**config.mk**
```make
export PLATFORM = sky130hd
export DESIGN_NAME = binary_window_lut_filter
export DESIGN_NICKNAME = d
export VERILOG_FILES = /design/src/sv/bwlf_pkg.sv /design/src/sv/binary_window_lut_filter.sv /design/src/sv/bwlf_front.sv /design/src/sv/bwlf_queue.sv /design/src/sv/bwlf_back.sv
export SDC_FILE = /design/constraint.sdc
export NUM_CORES = 2
export LEC_CHECK = 0
export BUFFER_PORTS_ARGS = -buffer_cell sky130_fd_sc_hd__buf_2
export CAP_MARGIN = 20
export CELL_PAD_IN_SITES_DETAIL_PLACEMENT = 0
export CELL_PAD_IN_SITES_GLOBAL_PLACEMENT = 1
export CORE_UTILIZATION = 59
export CTS_BUF_LIST = sky130_fd_sc_hd__clkbuf_2
export DETAILED_ROUTE_END_ITERATION = 8
export MAX_ROUTING_LAYER = met4
export PLACE_DENSITY = 0.91
export SLEW_MARGIN = 15
export SYNTH_ARGS = -nofsm -noshare
export SYNTH_HDL_FRONTEND = slang
export SYNTH_SLANG_ARGS = --single-unit
```
**constraint.sdc**
```tcl
create_clock -name i_clk -period 21 [get_ports i_clk]
set_clock_uncertainty 0.15 [all_clocks]
set_input_delay 4.2 -clock i_clk [delete_from_list [all_inputs] [get_ports i_clk]]
set_output_delay 4.2 -clock i_clk [all_outputs]
set_load 0.01 [all_outputs]
```
**src/sv/bwlf_pkg.sv**
```systemverilog
`timescale 1ns / 1ps

package bwlf_pkg;

    // Item kinds carried in tuser
    typedef enum logic [1:0] {
        OP_PIXEL = 2'd0,
        OP_FLUSH = 2'd1,
        OP_TABLE = 2'd2,
        OP_NONE  = 2'd3
    } t_op;

    // Configuration register indexes
    typedef enum logic [1:0] {
        REG_WIDTH  = 2'd0,
        REG_HEIGHT = 2'd1,
        REG_BORDER = 2'd2
    } t_cfg_reg;

    typedef enum logic {
        KIND_PIXEL = 1'b0,
        KIND_TABLE = 1'b1
    } t_kind;

    localparam int DEFAULT_MAX_WIDTH = 256;

    localparam int CFG_W        = 9;
    localparam int CFG_IDX_W    = 2;
    localparam int ROW_W        = 10;
    localparam int LIT_W        = 17;
    localparam int WIN_W        = 9;
    localparam int TBL_IDX_W    = 3;
    localparam int TBL_WORD_W   = 64;
    localparam int TBL_BIT_W    = 6;
    localparam int TBL_WORDS    = 8;
    localparam int BANKS        = 4;
    localparam int BANK_W       = 2;

    localparam int Q_DEPTH      = 4;
    localparam int Q_PTR_W      = 2;
    localparam int Q_CNT_W      = 3;

    localparam int S_TDATA_W    = 72;
    localparam int S_TUSER_W    = 2;
    localparam int M_TDATA_W    = 24;
    localparam int M_TUSER_W    = 1;

    // Window row/column order in row_ok and col_ok: [2] top/left, [1] middle, [0] bottom/right
    typedef struct packed {
        t_kind                   kind;
        logic                    v;
        logic                    border;
        logic [BANK_W-1:0]       wr_bank;
        logic [BANK_W-1:0]       qr_bank;
        logic                    col0;
        logic [2:0]              row_ok;
        logic [2:0]              col_ok;
        logic                    emit;
        logic                    frame_end;
        logic                    clr_lit;
        logic [TBL_IDX_W-1:0]    tbl_index;
        logic [TBL_WORD_W-1:0]   tbl_word;
    } t_cmd;

endpackage

```
**src/sv/binary_window_lut_filter.sv**
```systemverilog
// Throughput: one item per cycle, with input and output stalls decoupled by a 4-entry queue.
// Path: a result passes the front-end register, the queue, the line store read register and the
// lookup into the output register, after the item that completes its window is accepted.
// Reset: synchronous, active low; clears positions, lit count, lookup table and registers
// (width 1, height 1, border 0). The line store is not cleared.
`timescale 1ns / 1ps

module binary_window_lut_filter #(
    parameter int MAX_WIDTH = bwlf_pkg::DEFAULT_MAX_WIDTH
) (
    input  logic                              i_clk,
    input  logic                              i_rst_n,
    input  logic                              i_s_axis_tvalid,
    output logic                              o_s_axis_tready,
    // [0] pixel_in, [3:1] table_index, [67:4] table_word, [71:68] zero
    input  logic [bwlf_pkg::S_TDATA_W-1:0]    i_s_axis_tdata,
    // [1:0] op
    input  logic [bwlf_pkg::S_TUSER_W-1:0]    i_s_axis_tuser,
    output logic                              o_m_axis_tvalid,
    input  logic                              i_m_axis_tready,
    // [0] out_pixel, [17:1] lit_count, [23:18] zero
    output logic [bwlf_pkg::M_TDATA_W-1:0]    o_m_axis_tdata,
    // [0] row_end
    output logic [bwlf_pkg::M_TUSER_W-1:0]    o_m_axis_tuser,
    // frame_end
    output logic                              o_m_axis_tlast,
    input  logic                              i_cfg_valid,
    output logic                              o_cfg_ready,
    input  logic [bwlf_pkg::CFG_IDX_W-1:0]    i_cfg_index,
    input  logic [bwlf_pkg::CFG_W-1:0]        i_cfg_data
);

    localparam int CW = $clog2(MAX_WIDTH);
    localparam int QW = $bits(bwlf_pkg::t_cmd) + 3 * CW;

    logic                        f_valid;
    bwlf_pkg::t_cmd              f_cmd;
    logic [CW-1:0]               f_wr_addr;
    logic [CW-1:0]               f_addr_a;
    logic [CW-1:0]               f_addr_b;
    logic                        q_full;
    logic                        q_valid;
    logic                        q_pop;
    logic [QW-1:0]               q_out;
    bwlf_pkg::t_cmd              b_cmd;
    logic [CW-1:0]               b_wr_addr;
    logic [CW-1:0]               b_addr_a;
    logic [CW-1:0]               b_addr_b;
    logic                        out_pixel;
    logic                        out_row_end;
    logic [bwlf_pkg::LIT_W-1:0]  out_lit;

    assign o_cfg_ready = 1'b1;

    bwlf_front #(
        .MAX_WIDTH (MAX_WIDTH)
    ) u_front (
        .i_clk       (i_clk),
        .i_rst_n     (i_rst_n),
        .i_valid     (i_s_axis_tvalid),
        .o_ready     (o_s_axis_tready),
        .i_op        (i_s_axis_tuser[1:0]),
        .i_pixel     (i_s_axis_tdata[0]),
        .i_tbl_index (i_s_axis_tdata[3:1]),
        .i_tbl_word  (i_s_axis_tdata[67:4]),
        .i_cfg_valid (i_cfg_valid),
        .i_cfg_index (i_cfg_index),
        .i_cfg_data  (i_cfg_data),
        .o_cmd_valid (f_valid),
        .i_cmd_ready (!q_full),
        .o_cmd       (f_cmd),
        .o_wr_addr   (f_wr_addr),
        .o_addr_a    (f_addr_a),
        .o_addr_b    (f_addr_b)
    );

    bwlf_queue #(
        .DATA_W (QW)
    ) u_queue (
        .i_clk   (i_clk),
        .i_rst_n (i_rst_n),
        .i_push  (f_valid),
        .i_data  ({f_cmd, f_wr_addr, f_addr_a, f_addr_b}),
        .o_full  (q_full),
        .i_pop   (q_pop),
        .o_valid (q_valid),
        .o_data  (q_out)
    );

    assign {b_cmd, b_wr_addr, b_addr_a, b_addr_b} = q_out;

    bwlf_back #(
        .MAX_WIDTH (MAX_WIDTH)
    ) u_back (
        .i_clk       (i_clk),
        .i_rst_n     (i_rst_n),
        .i_valid     (q_valid),
        .o_pop       (q_pop),
        .i_cmd       (b_cmd),
        .i_wr_addr   (b_wr_addr),
        .i_addr_a    (b_addr_a),
        .i_addr_b    (b_addr_b),
        .o_valid     (o_m_axis_tvalid),
        .i_ready     (i_m_axis_tready),
        .o_pixel     (out_pixel),
        .o_row_end   (out_row_end),
        .o_frame_end (o_m_axis_tlast),
        .o_lit       (out_lit)
    );

    assign o_m_axis_tdata = {{(bwlf_pkg::M_TDATA_W - bwlf_pkg::LIT_W - 1){1'b0}},
                             out_lit, out_pixel};
    assign o_m_axis_tuser = out_row_end;

endmodule

```
**src/sv/bwlf_front.sv**
```systemverilog
`timescale 1ns / 1ps

module bwlf_front #(
    parameter int MAX_WIDTH = bwlf_pkg::DEFAULT_MAX_WIDTH
) (
    input  logic                              i_clk,
    input  logic                              i_rst_n,
    input  logic                              i_valid,
    output logic                              o_ready,
    input  logic [1:0]                        i_op,
    input  logic                              i_pixel,
    input  logic [bwlf_pkg::TBL_IDX_W-1:0]    i_tbl_index,
    input  logic [bwlf_pkg::TBL_WORD_W-1:0]   i_tbl_word,
    input  logic                              i_cfg_valid,
    input  logic [bwlf_pkg::CFG_IDX_W-1:0]    i_cfg_index,
    input  logic [bwlf_pkg::CFG_W-1:0]        i_cfg_data,
    output logic                              o_cmd_valid,
    input  logic                              i_cmd_ready,
    output bwlf_pkg::t_cmd                    o_cmd,
    output logic [$clog2(MAX_WIDTH)-1:0]      o_wr_addr,
    output logic [$clog2(MAX_WIDTH)-1:0]      o_addr_a,
    output logic [$clog2(MAX_WIDTH)-1:0]      o_addr_b
);

    localparam int CW = $clog2(MAX_WIDTH);
    localparam int WW = $clog2(MAX_WIDTH + 1);
    localparam int RW = bwlf_pkg::ROW_W;

    logic [bwlf_pkg::CFG_W-1:0] r_frame_width;
    logic [bwlf_pkg::CFG_W-1:0] r_frame_height;
    logic                       r_border;
    logic [CW-1:0]              r_col;
    logic [RW-1:0]              r_row;
    logic                       r_cmd_valid;
    bwlf_pkg::t_cmd             r_cmd;
    logic [CW-1:0]              r_wr_addr;
    logic [CW-1:0]              r_addr_a;
    logic [CW-1:0]              r_addr_b;

    bwlf_pkg::t_cmd             n_cmd;
    logic [CW-1:0]              n_col;
    logic [RW-1:0]              n_row;
    logic [CW-1:0]              n_wr_addr;
    logic [CW-1:0]              n_addr_a;
    logic [CW-1:0]              n_addr_b;

    logic                       accept;
    logic                       pos_item;
    logic [WW-1:0]              w_eff;
    logic [bwlf_pkg::CFG_W-1:0] h_eff;
    logic [CW:0]                w_ext;
    logic [RW-1:0]              h_row;
    logic                       wrap_in;
    logic [RW-1:0]              row1;
    logic [CW-1:0]              col1;
    logic                       restart;
    logic [RW-1:0]              cur_r;
    logic [CW-1:0]              cur_c;
    logic [CW:0]                col_inc;
    logic                       is_col0;
    logic                       no_out;
    logic [RW-1:0]              qr;
    logic                       emit;
    logic                       frame_end;
    logic [CW-1:0]              w_m1;
    logic [CW-1:0]              w_m2;

    assign o_ready     = !r_cmd_valid || i_cmd_ready;
    assign accept      = i_valid && o_ready;
    assign pos_item    = (i_op == bwlf_pkg::OP_PIXEL) || (i_op == bwlf_pkg::OP_FLUSH);
    assign o_cmd_valid = r_cmd_valid;
    assign o_cmd       = r_cmd;
    assign o_wr_addr   = r_wr_addr;
    assign o_addr_a    = r_addr_a;
    assign o_addr_b    = r_addr_b;

    always_comb begin
        if (r_frame_width == '0) begin
            w_eff = WW'(1);
        end else if (32'(r_frame_width) > 32'(MAX_WIDTH)) begin
            w_eff = WW'(MAX_WIDTH);
        end else begin
            w_eff = WW'(r_frame_width);
        end
        h_eff = (r_frame_height == '0) ? bwlf_pkg::CFG_W'(1) : r_frame_height;
        w_ext = (CW + 1)'(w_eff);
        h_row = RW'(h_eff);

        // A column left past a narrowed row wraps before use
        wrap_in = {1'b0, r_col} >= w_ext;
        row1    = wrap_in ? r_row + RW'(1) : r_row;
        col1    = wrap_in ? '0 : r_col;
        restart = row1 > (h_row + RW'(1));
        cur_r   = restart ? '0 : row1;
        cur_c   = restart ? '0 : col1;

        col_inc = {1'b0, cur_c} + (CW + 1)'(1);
        if (col_inc >= w_ext) begin
            n_col = '0;
            n_row = cur_r + RW'(1);
        end else begin
            n_col = CW'(col_inc);
            n_row = cur_r;
        end

        is_col0   = cur_c == '0;
        no_out    = (cur_r == '0) || ((cur_r == RW'(1)) && is_col0);
        qr        = is_col0 ? cur_r - RW'(2) : cur_r - RW'(1);
        emit      = !no_out && (qr < h_row);
        frame_end = emit && is_col0 && (qr == h_row - RW'(1));
        if (frame_end) begin
            n_col = '0;
            n_row = '0;
        end

        w_m1 = CW'(w_eff - WW'(1));
        w_m2 = (w_eff >= WW'(2)) ? CW'(w_eff - WW'(2)) : '0;

        n_wr_addr = cur_c;
        n_addr_a  = is_col0 ? w_m2 : cur_c - CW'(1);
        n_addr_b  = is_col0 ? w_m1 : cur_c;

        n_cmd           = '0;
        n_cmd.kind      = (i_op == bwlf_pkg::OP_TABLE) ? bwlf_pkg::KIND_TABLE
                                                       : bwlf_pkg::KIND_PIXEL;
        n_cmd.v         = (i_op == bwlf_pkg::OP_PIXEL) ? i_pixel : r_border;
        n_cmd.border    = r_border;
        n_cmd.wr_bank   = cur_r[bwlf_pkg::BANK_W-1:0];
        n_cmd.qr_bank   = qr[bwlf_pkg::BANK_W-1:0];
        n_cmd.col0      = is_col0;
        n_cmd.row_ok    = {qr != '0, 1'b1, (qr + RW'(1)) < h_row};
        n_cmd.col_ok    = {is_col0 ? (w_eff >= WW'(2)) : (cur_c >= CW'(2)), 1'b1, !is_col0};
        n_cmd.emit      = emit;
        n_cmd.frame_end = frame_end;
        n_cmd.clr_lit   = restart;
        n_cmd.tbl_index = i_tbl_index;
        n_cmd.tbl_word  = i_tbl_word;
    end

    always_ff @(posedge i_clk) begin
        if (!i_rst_n) begin
            r_frame_width  <= bwlf_pkg::CFG_W'(1);
            r_frame_height <= bwlf_pkg::CFG_W'(1);
            r_border       <= 1'b0;
            r_col          <= '0;
            r_row          <= '0;
            r_cmd_valid    <= 1'b0;
        end else begin
            if (i_cfg_valid) begin
                case (i_cfg_index)
                    bwlf_pkg::REG_WIDTH:  r_frame_width  <= i_cfg_data;
                    bwlf_pkg::REG_HEIGHT: r_frame_height <= i_cfg_data;
                    bwlf_pkg::REG_BORDER: r_border       <= i_cfg_data[0];
                    default: ;
                endcase
            end
            if (accept && pos_item) begin
                r_col <= n_col;
                r_row <= n_row;
            end
            // Drop op 3 here; everything else goes to the back end
            if (accept && (i_op != bwlf_pkg::OP_NONE)) begin
                r_cmd_valid <= 1'b1;
            end else if (i_cmd_ready) begin
                r_cmd_valid <= 1'b0;
            end
        end
    end

    always_ff @(posedge i_clk) begin
        if (accept) begin
            r_cmd     <= n_cmd;
            r_wr_addr <= n_wr_addr;
            r_addr_a  <= n_addr_a;
            r_addr_b  <= n_addr_b;
        end
    end

endmodule

```
**src/sv/bwlf_queue.sv**
```systemverilog
`timescale 1ns / 1ps

module bwlf_queue #(
    parameter int DATA_W = 8
) (
    input  logic              i_clk,
    input  logic              i_rst_n,
    input  logic              i_push,
    input  logic [DATA_W-1:0] i_data,
    output logic              o_full,
    input  logic              i_pop,
    output logic              o_valid,
    output logic [DATA_W-1:0] o_data
);

    logic [DATA_W-1:0]              r_slot [bwlf_pkg::Q_DEPTH];
    logic [bwlf_pkg::Q_PTR_W-1:0]   r_wr_ptr;
    logic [bwlf_pkg::Q_PTR_W-1:0]   r_rd_ptr;
    logic [bwlf_pkg::Q_CNT_W-1:0]   r_count;

    logic do_push;
    logic do_pop;

    assign o_full  = r_count == bwlf_pkg::Q_CNT_W'(bwlf_pkg::Q_DEPTH);
    assign o_valid = r_count != '0;
    assign o_data  = r_slot[r_rd_ptr];
    assign do_push = i_push && !o_full;
    assign do_pop  = i_pop && o_valid;

    always_ff @(posedge i_clk) begin
        if (!i_rst_n) begin
            r_wr_ptr <= '0;
            r_rd_ptr <= '0;
            r_count  <= '0;
        end else begin
            if (do_push) begin
                r_wr_ptr <= r_wr_ptr + bwlf_pkg::Q_PTR_W'(1);
            end
            if (do_pop) begin
                r_rd_ptr <= r_rd_ptr + bwlf_pkg::Q_PTR_W'(1);
            end
            if (do_push && !do_pop) begin
                r_count <= r_count + bwlf_pkg::Q_CNT_W'(1);
            end else if (do_pop && !do_push) begin
                r_count <= r_count - bwlf_pkg::Q_CNT_W'(1);
            end
        end
    end

    always_ff @(posedge i_clk) begin
        if (do_push) begin
            r_slot[r_wr_ptr] <= i_data;
        end
    end

endmodule

```
**src/sv/bwlf_back.sv**
```systemverilog
`timescale 1ns / 1ps

module bwlf_back #(
    parameter int MAX_WIDTH = bwlf_pkg::DEFAULT_MAX_WIDTH
) (
    input  logic                           i_clk,
    input  logic                           i_rst_n,
    input  logic                           i_valid,
    output logic                           o_pop,
    input  bwlf_pkg::t_cmd                 i_cmd,
    input  logic [$clog2(MAX_WIDTH)-1:0]   i_wr_addr,
    input  logic [$clog2(MAX_WIDTH)-1:0]   i_addr_a,
    input  logic [$clog2(MAX_WIDTH)-1:0]   i_addr_b,
    output logic                           o_valid,
    input  logic                           i_ready,
    output logic                           o_pixel,
    output logic                           o_row_end,
    output logic                           o_frame_end,
    output logic [bwlf_pkg::LIT_W-1:0]     o_lit
);

    localparam int BW = bwlf_pkg::BANK_W;

    // One bit per row bank at each column
    logic [bwlf_pkg::BANKS-1:0]      r_line_mem [MAX_WIDTH];
    logic [bwlf_pkg::TBL_WORD_W-1:0] r_tbl [bwlf_pkg::TBL_WORDS];

    logic                            r_s1_valid;
    bwlf_pkg::t_cmd                  r_s1_cmd;
    logic [bwlf_pkg::BANKS-1:0]      r_rd_a;
    logic [bwlf_pkg::BANKS-1:0]      r_rd_b;
    logic [bwlf_pkg::BANKS-1:0]      r_prev_a;
    logic [bwlf_pkg::LIT_W-1:0]      r_lit;
    logic                            r_out_valid;
    logic                            r_out_pixel;
    logic                            r_out_row_end;
    logic                            r_out_frame_end;
    logic [bwlf_pkg::LIT_W-1:0]      r_out_lit;

    logic                            s1_fire;
    logic                            s2_take;
    logic                            s2_pixel;
    logic [bwlf_pkg::WIN_W-1:0]      win;
    logic                            lut_bit;
    logic [bwlf_pkg::LIT_W-1:0]      lit_base;
    logic [bwlf_pkg::LIT_W-1:0]      lit_new;

    assign s2_take  = r_s1_valid && (!r_out_valid || i_ready);
    assign s1_fire  = i_valid && (!r_s1_valid || s2_take);
    assign o_pop    = s1_fire;
    assign s2_pixel = r_s1_cmd.kind == bwlf_pkg::KIND_PIXEL;

    assign o_valid     = r_out_valid;
    assign o_pixel     = r_out_pixel;
    assign o_row_end   = r_out_row_end;
    assign o_frame_end = r_out_frame_end;
    assign o_lit       = r_out_lit;

    // Store the item's own pixel and fetch the two window columns it needs
    always_ff @(posedge i_clk) begin
        if (s1_fire) begin
            if (i_cmd.kind == bwlf_pkg::KIND_PIXEL) begin
                r_line_mem[i_wr_addr][i_cmd.wr_bank] <= i_cmd.v;
            end
            r_rd_a   <= r_line_mem[i_addr_a];
            r_rd_b   <= r_line_mem[i_addr_b];
            r_s1_cmd <= i_cmd;
        end
    end

    always_comb begin
        logic [BW-1:0]                 bank [3];
        logic [bwlf_pkg::BANKS-1:0]    word [3];
        logic                          raw;
        int                            i;
        int                            j;

        bank[0] = r_s1_cmd.qr_bank - BW'(1);
        bank[1] = r_s1_cmd.qr_bank;
        bank[2] = r_s1_cmd.qr_bank + BW'(1);
        // At the start of a row the window is the end of the row before it
        word[0] = r_s1_cmd.col0 ? r_rd_a : r_prev_a;
        word[1] = r_s1_cmd.col0 ? r_rd_b : r_rd_a;
        word[2] = r_rd_b;
        win = '0;
        for (i = 0; i < 3; i++) begin
            for (j = 0; j < 3; j++) begin
                raw = word[j][bank[i]];
                if (i == 2 && j == 2) begin
                    raw = r_s1_cmd.v;
                end
                win[8 - (3 * i + j)] = (r_s1_cmd.row_ok[2 - i] && r_s1_cmd.col_ok[2 - j])
                                       ? raw : r_s1_cmd.border;
            end
        end
        lut_bit  = r_tbl[win[bwlf_pkg::WIN_W-1:bwlf_pkg::TBL_BIT_W]]
                        [win[bwlf_pkg::TBL_BIT_W-1:0]];
        lit_base = r_s1_cmd.clr_lit ? '0 : r_lit;
        lit_new  = lit_base + bwlf_pkg::LIT_W'(lut_bit);
    end

    always_ff @(posedge i_clk) begin
        if (!i_rst_n) begin
            r_s1_valid  <= 1'b0;
            r_out_valid <= 1'b0;
            r_lit       <= '0;
            r_tbl       <= '{default: '0};
        end else begin
            if (s1_fire) begin
                r_s1_valid <= 1'b1;
            end else if (s2_take) begin
                r_s1_valid <= 1'b0;
            end
            if (s2_take) begin
                r_out_valid <= s2_pixel && r_s1_cmd.emit;
                if (!s2_pixel) begin
                    r_tbl[r_s1_cmd.tbl_index] <= r_s1_cmd.tbl_word;
                end else if (r_s1_cmd.emit) begin
                    r_lit <= r_s1_cmd.frame_end ? '0 : lit_new;
                end else if (r_s1_cmd.clr_lit) begin
                    r_lit <= '0;
                end
            end else if (i_ready) begin
                r_out_valid <= 1'b0;
            end
        end
    end

    always_ff @(posedge i_clk) begin
        if (s2_take) begin
            if (s2_pixel) begin
                r_prev_a <= r_rd_a;
            end
            r_out_pixel     <= lut_bit;
            r_out_row_end   <= r_s1_cmd.col0;
            r_out_frame_end <= r_s1_cmd.frame_end;
            r_out_lit       <= lit_new;
        end
    end

    a_table_no_result: assert property (@(posedge i_clk) disable iff (!i_rst_n)
        (s2_take && !s2_pixel) |=> !r_out_valid)
        else $error("table write produced a result");

    a_frame_end_row_end: assert property (@(posedge i_clk) disable iff (!i_rst_n)
        (r_out_valid && r_out_frame_end) |-> r_out_row_end)
        else $error("frame end without row end");

    a_lit_restart: assert property (@(posedge i_clk) disable iff (!i_rst_n)
        (s2_take && s2_pixel && r_s1_cmd.emit && r_s1_cmd.frame_end) |=> (r_lit == '0))
        else $error("lit count not cleared after frame end");

endmodule

```
==> results.ini <==
[status]
run_status=completed

[sta]
final.min_clock_period_ps=12370
slew_violations=0
timing.final.crit_share=0.589
fmax_ghz=0.0808
setup_tns_ps=0
tightest_slew_ps=1340
max_slew_margin=0.109
rsz0062_at_grt=false
finalHoldViolCount=0
finalSetupViolations=0

[worst_setup_path]
rr_worst_depth=36
crit_path_end_kind=flip-flop
worst-path-max-fanout=29
worst-setup-path-type=flip-flop to flip-flop
cp_slowest_stage_delay_ps=1030
rr_endpoint=u_front.r_row[6]
cp_slowest_cell=a222oi_1
arrival_ps=13930
reg2reg_from=u_front.r_frame_width[4]
endpoint=u_front.r_row[6]
cp.required_ps=22560
crit_top_cell=ha_1
r2r_slack_ps=8630
critPathLaunch=u_front.r_frame_width[4]
worstSetupStartpointType=flip-flop

[routing]
drt_iter0_markers=8734
viasPerCell=6.34
drc=0
wl_per_cell_um=24.5
wl_um=279000
vias=72265
first_pass_iters=6
ant_nets=0

[placed_design]
dpl-instance-area_mm2=0.108
io_buffers=107
gp_congestion=0.899
hpwl_um=161000

[final_layout]
mostFrequentLayoutCell=edfxtp_1
layout_common_cells=1,666 x edfxtp_1, 1,647 x nand2_1, 1,094 x nor2_1
syn_to_final_growth_pct=6.61
nFillCells=13509
finalNetCount=8771
drive_gt1_frac=0.211
multi_input_area_mm2=0.0413
seq_area_mm2=0.0616
finalInstanceArea_mm2=0.113

[power]
p_leak_uw=0.0360
ir_worst_vdd_mv=0.163
finalPower_uw=14200
power_density_mw_per_mm2=126

[global_routing]
grt_pass1_vias=73328
gr-total-overflow=0
antenna_found_initial=7
grt.total_usage=0.317
grt_max_degree=312
grt_pass1_wl_um=422000

[yosys]
synth_edf_count=1666
ys_warn_count=0
synthDistinctLibCells=92
synth_ff_type=edfxtp_1
synth_cells=8514
synth_area_leaders=edfxtp_1 47%, mux4_2 15%, dfxtp_1 11%, nand2_1 5.9%, nor2_1 4.0%
ys_seq_elements=2244
ys_seq_area_frac=0.583
synth_top_cell_area_share=0.473
netlist_area_mm2=0.106
avgSynthCellArea_um2=12.4
yosysTopAreaCell=edfxtp_1
ys_async_sr_fraction=0

[clock_network]
htree_levels=6
ctsResizeCount=0
cts_setup_buffers=0
hold_buffers=0
cts.sinks=2244
cts_made_buffers=578
path_clk_slew_ps=110
clockRootBuffer=clkbuf_2
cts_tree=yes
cts_max_path_buffers=4
clkLatencyLatePin_ps=1860

[floorplan]
start_util=0.593
die_h_um=425
core_mm2=0.178
rows=155
fp.dieW_um=425
io-pin-count=119
design.die.area_mm2=0.181

[min_path]
min_path_type=flip-flop to flip-flop
whs_path_depth=0

[job]
cap_violations=0

[power by group]
part           switching (uW)  internal (uW)
Clock                    1770           1160
Combinational            3690           1930
Sequential                299           5350
[cells by family (layout without fill, tap and decap cells)]
family / Yosys count / in the layout / share of synthesized area
mux: 915 / 915 / 0.168
xor+xnor: 81 / 81 / 0.00678
buf+inv: 773 / 1274 / 0.0294
flops: 2244 / 2244 / 0.583
other cells: 2 / 22 / 0.0000710
simple gates: 3277 / 3277 / 0.127
fa+ha+maj: 71 / 71 / 0.00847
compound gates: 1151 / 1151 / 0.0775
[metrics by stage]
stage | hold slack (ps) | utilization | worst slack (ps) | instances
after detailed placement | 308 | 0.604 | 8750 | 10382
after floorplan | 271 | - | 10230 | 8519
final | 255 | 0.633 | 8630 | 11390
after global routing | 294 | 0.632 | 7740 | 11386
after CTS | 259 | 0.632 | 8770 | 11372
after global placement | 298 | 0.604 | 8850 | 10378
[Yosys cell counts, drive strengths merged (27+ instances only)]
master / n
clkbuf: 566
nor2b: 182
nor2: 1124
a31oi: 33
nand3: 113
buf: 153
mux4: 686
edfxtp: 1666
nand2: 1649
ha: 70
a211oi: 235
dfxtp: 578
a21oi: 176
and2: 27
nand4: 32
xnor2: 60
nor3: 28
inv: 51
nand2b: 27
mux2i: 221
a21boi: 521
o21ai: 53
[flip-flops by register name, summed over array words and instances (netlist names), 9 cells and up, named ones only]
name and flops:
u_front.r_row 10, u_back.r_s1_cmd 80, u_front.o_cmd 82, u_back.r_line_mem 1024, u_back.r_tbl 512, u_back.o_lit 17, u_back.r_lit 17, u_front.r_frame_height 9
u_front.r_frame_width 9, u_queue.r_slot 424
[critical path, delay by kind of cell, from the launching register on]
kind	cells	cell delay, ps
and+or+nand+nor	14	4770
AOI/OAI and AO/OA	13	3760
buffers and inverters	5	1820
adders and majority gates	4	1460
DFF	1	340
[metal layers]
layer,track usage,up-vias,wire (um)
li1,-,31634,-
met1,0.404,35823,105000
met3,0.0630,740,28200
met5,-,-,0
met4,0.140,0,11200
met2,0.494,4068,135000
[worst min path at each step]
stage	from	endpoint	slack, ps
finish	u_front.o_cmd[62]	u_queue.r_slot[1][86]	250
global placement	u_back.r_tbl[279]	u_back.r_tbl[279]	300
global route	u_front.o_addr_a[4]	u_queue.r_slot[1][12]	290
detailed placement	u_back.r_tbl[369]	u_back.r_tbl[369]	310
floorplan	u_back.r_s1_cmd[76]	u_back.o_row_end	270
CTS	u_front.o_addr_a[4]	u_queue.r_slot[2][12]	260
[layout make-up]
type | instances | area share
clock buffer | 855 | 0.0380
timing repair buffer | 230 | 0.0142
inverter | 54 | 0.00184
antenna | 15 | 0.000333
sequential | 2244 | 0.546
multi-input combinational | 5502 | 0.367
tap | 2355 | 0.0261
clock inverter | 135 | 0.00653
Note: power is estimated with default switching activity, not from simulation.
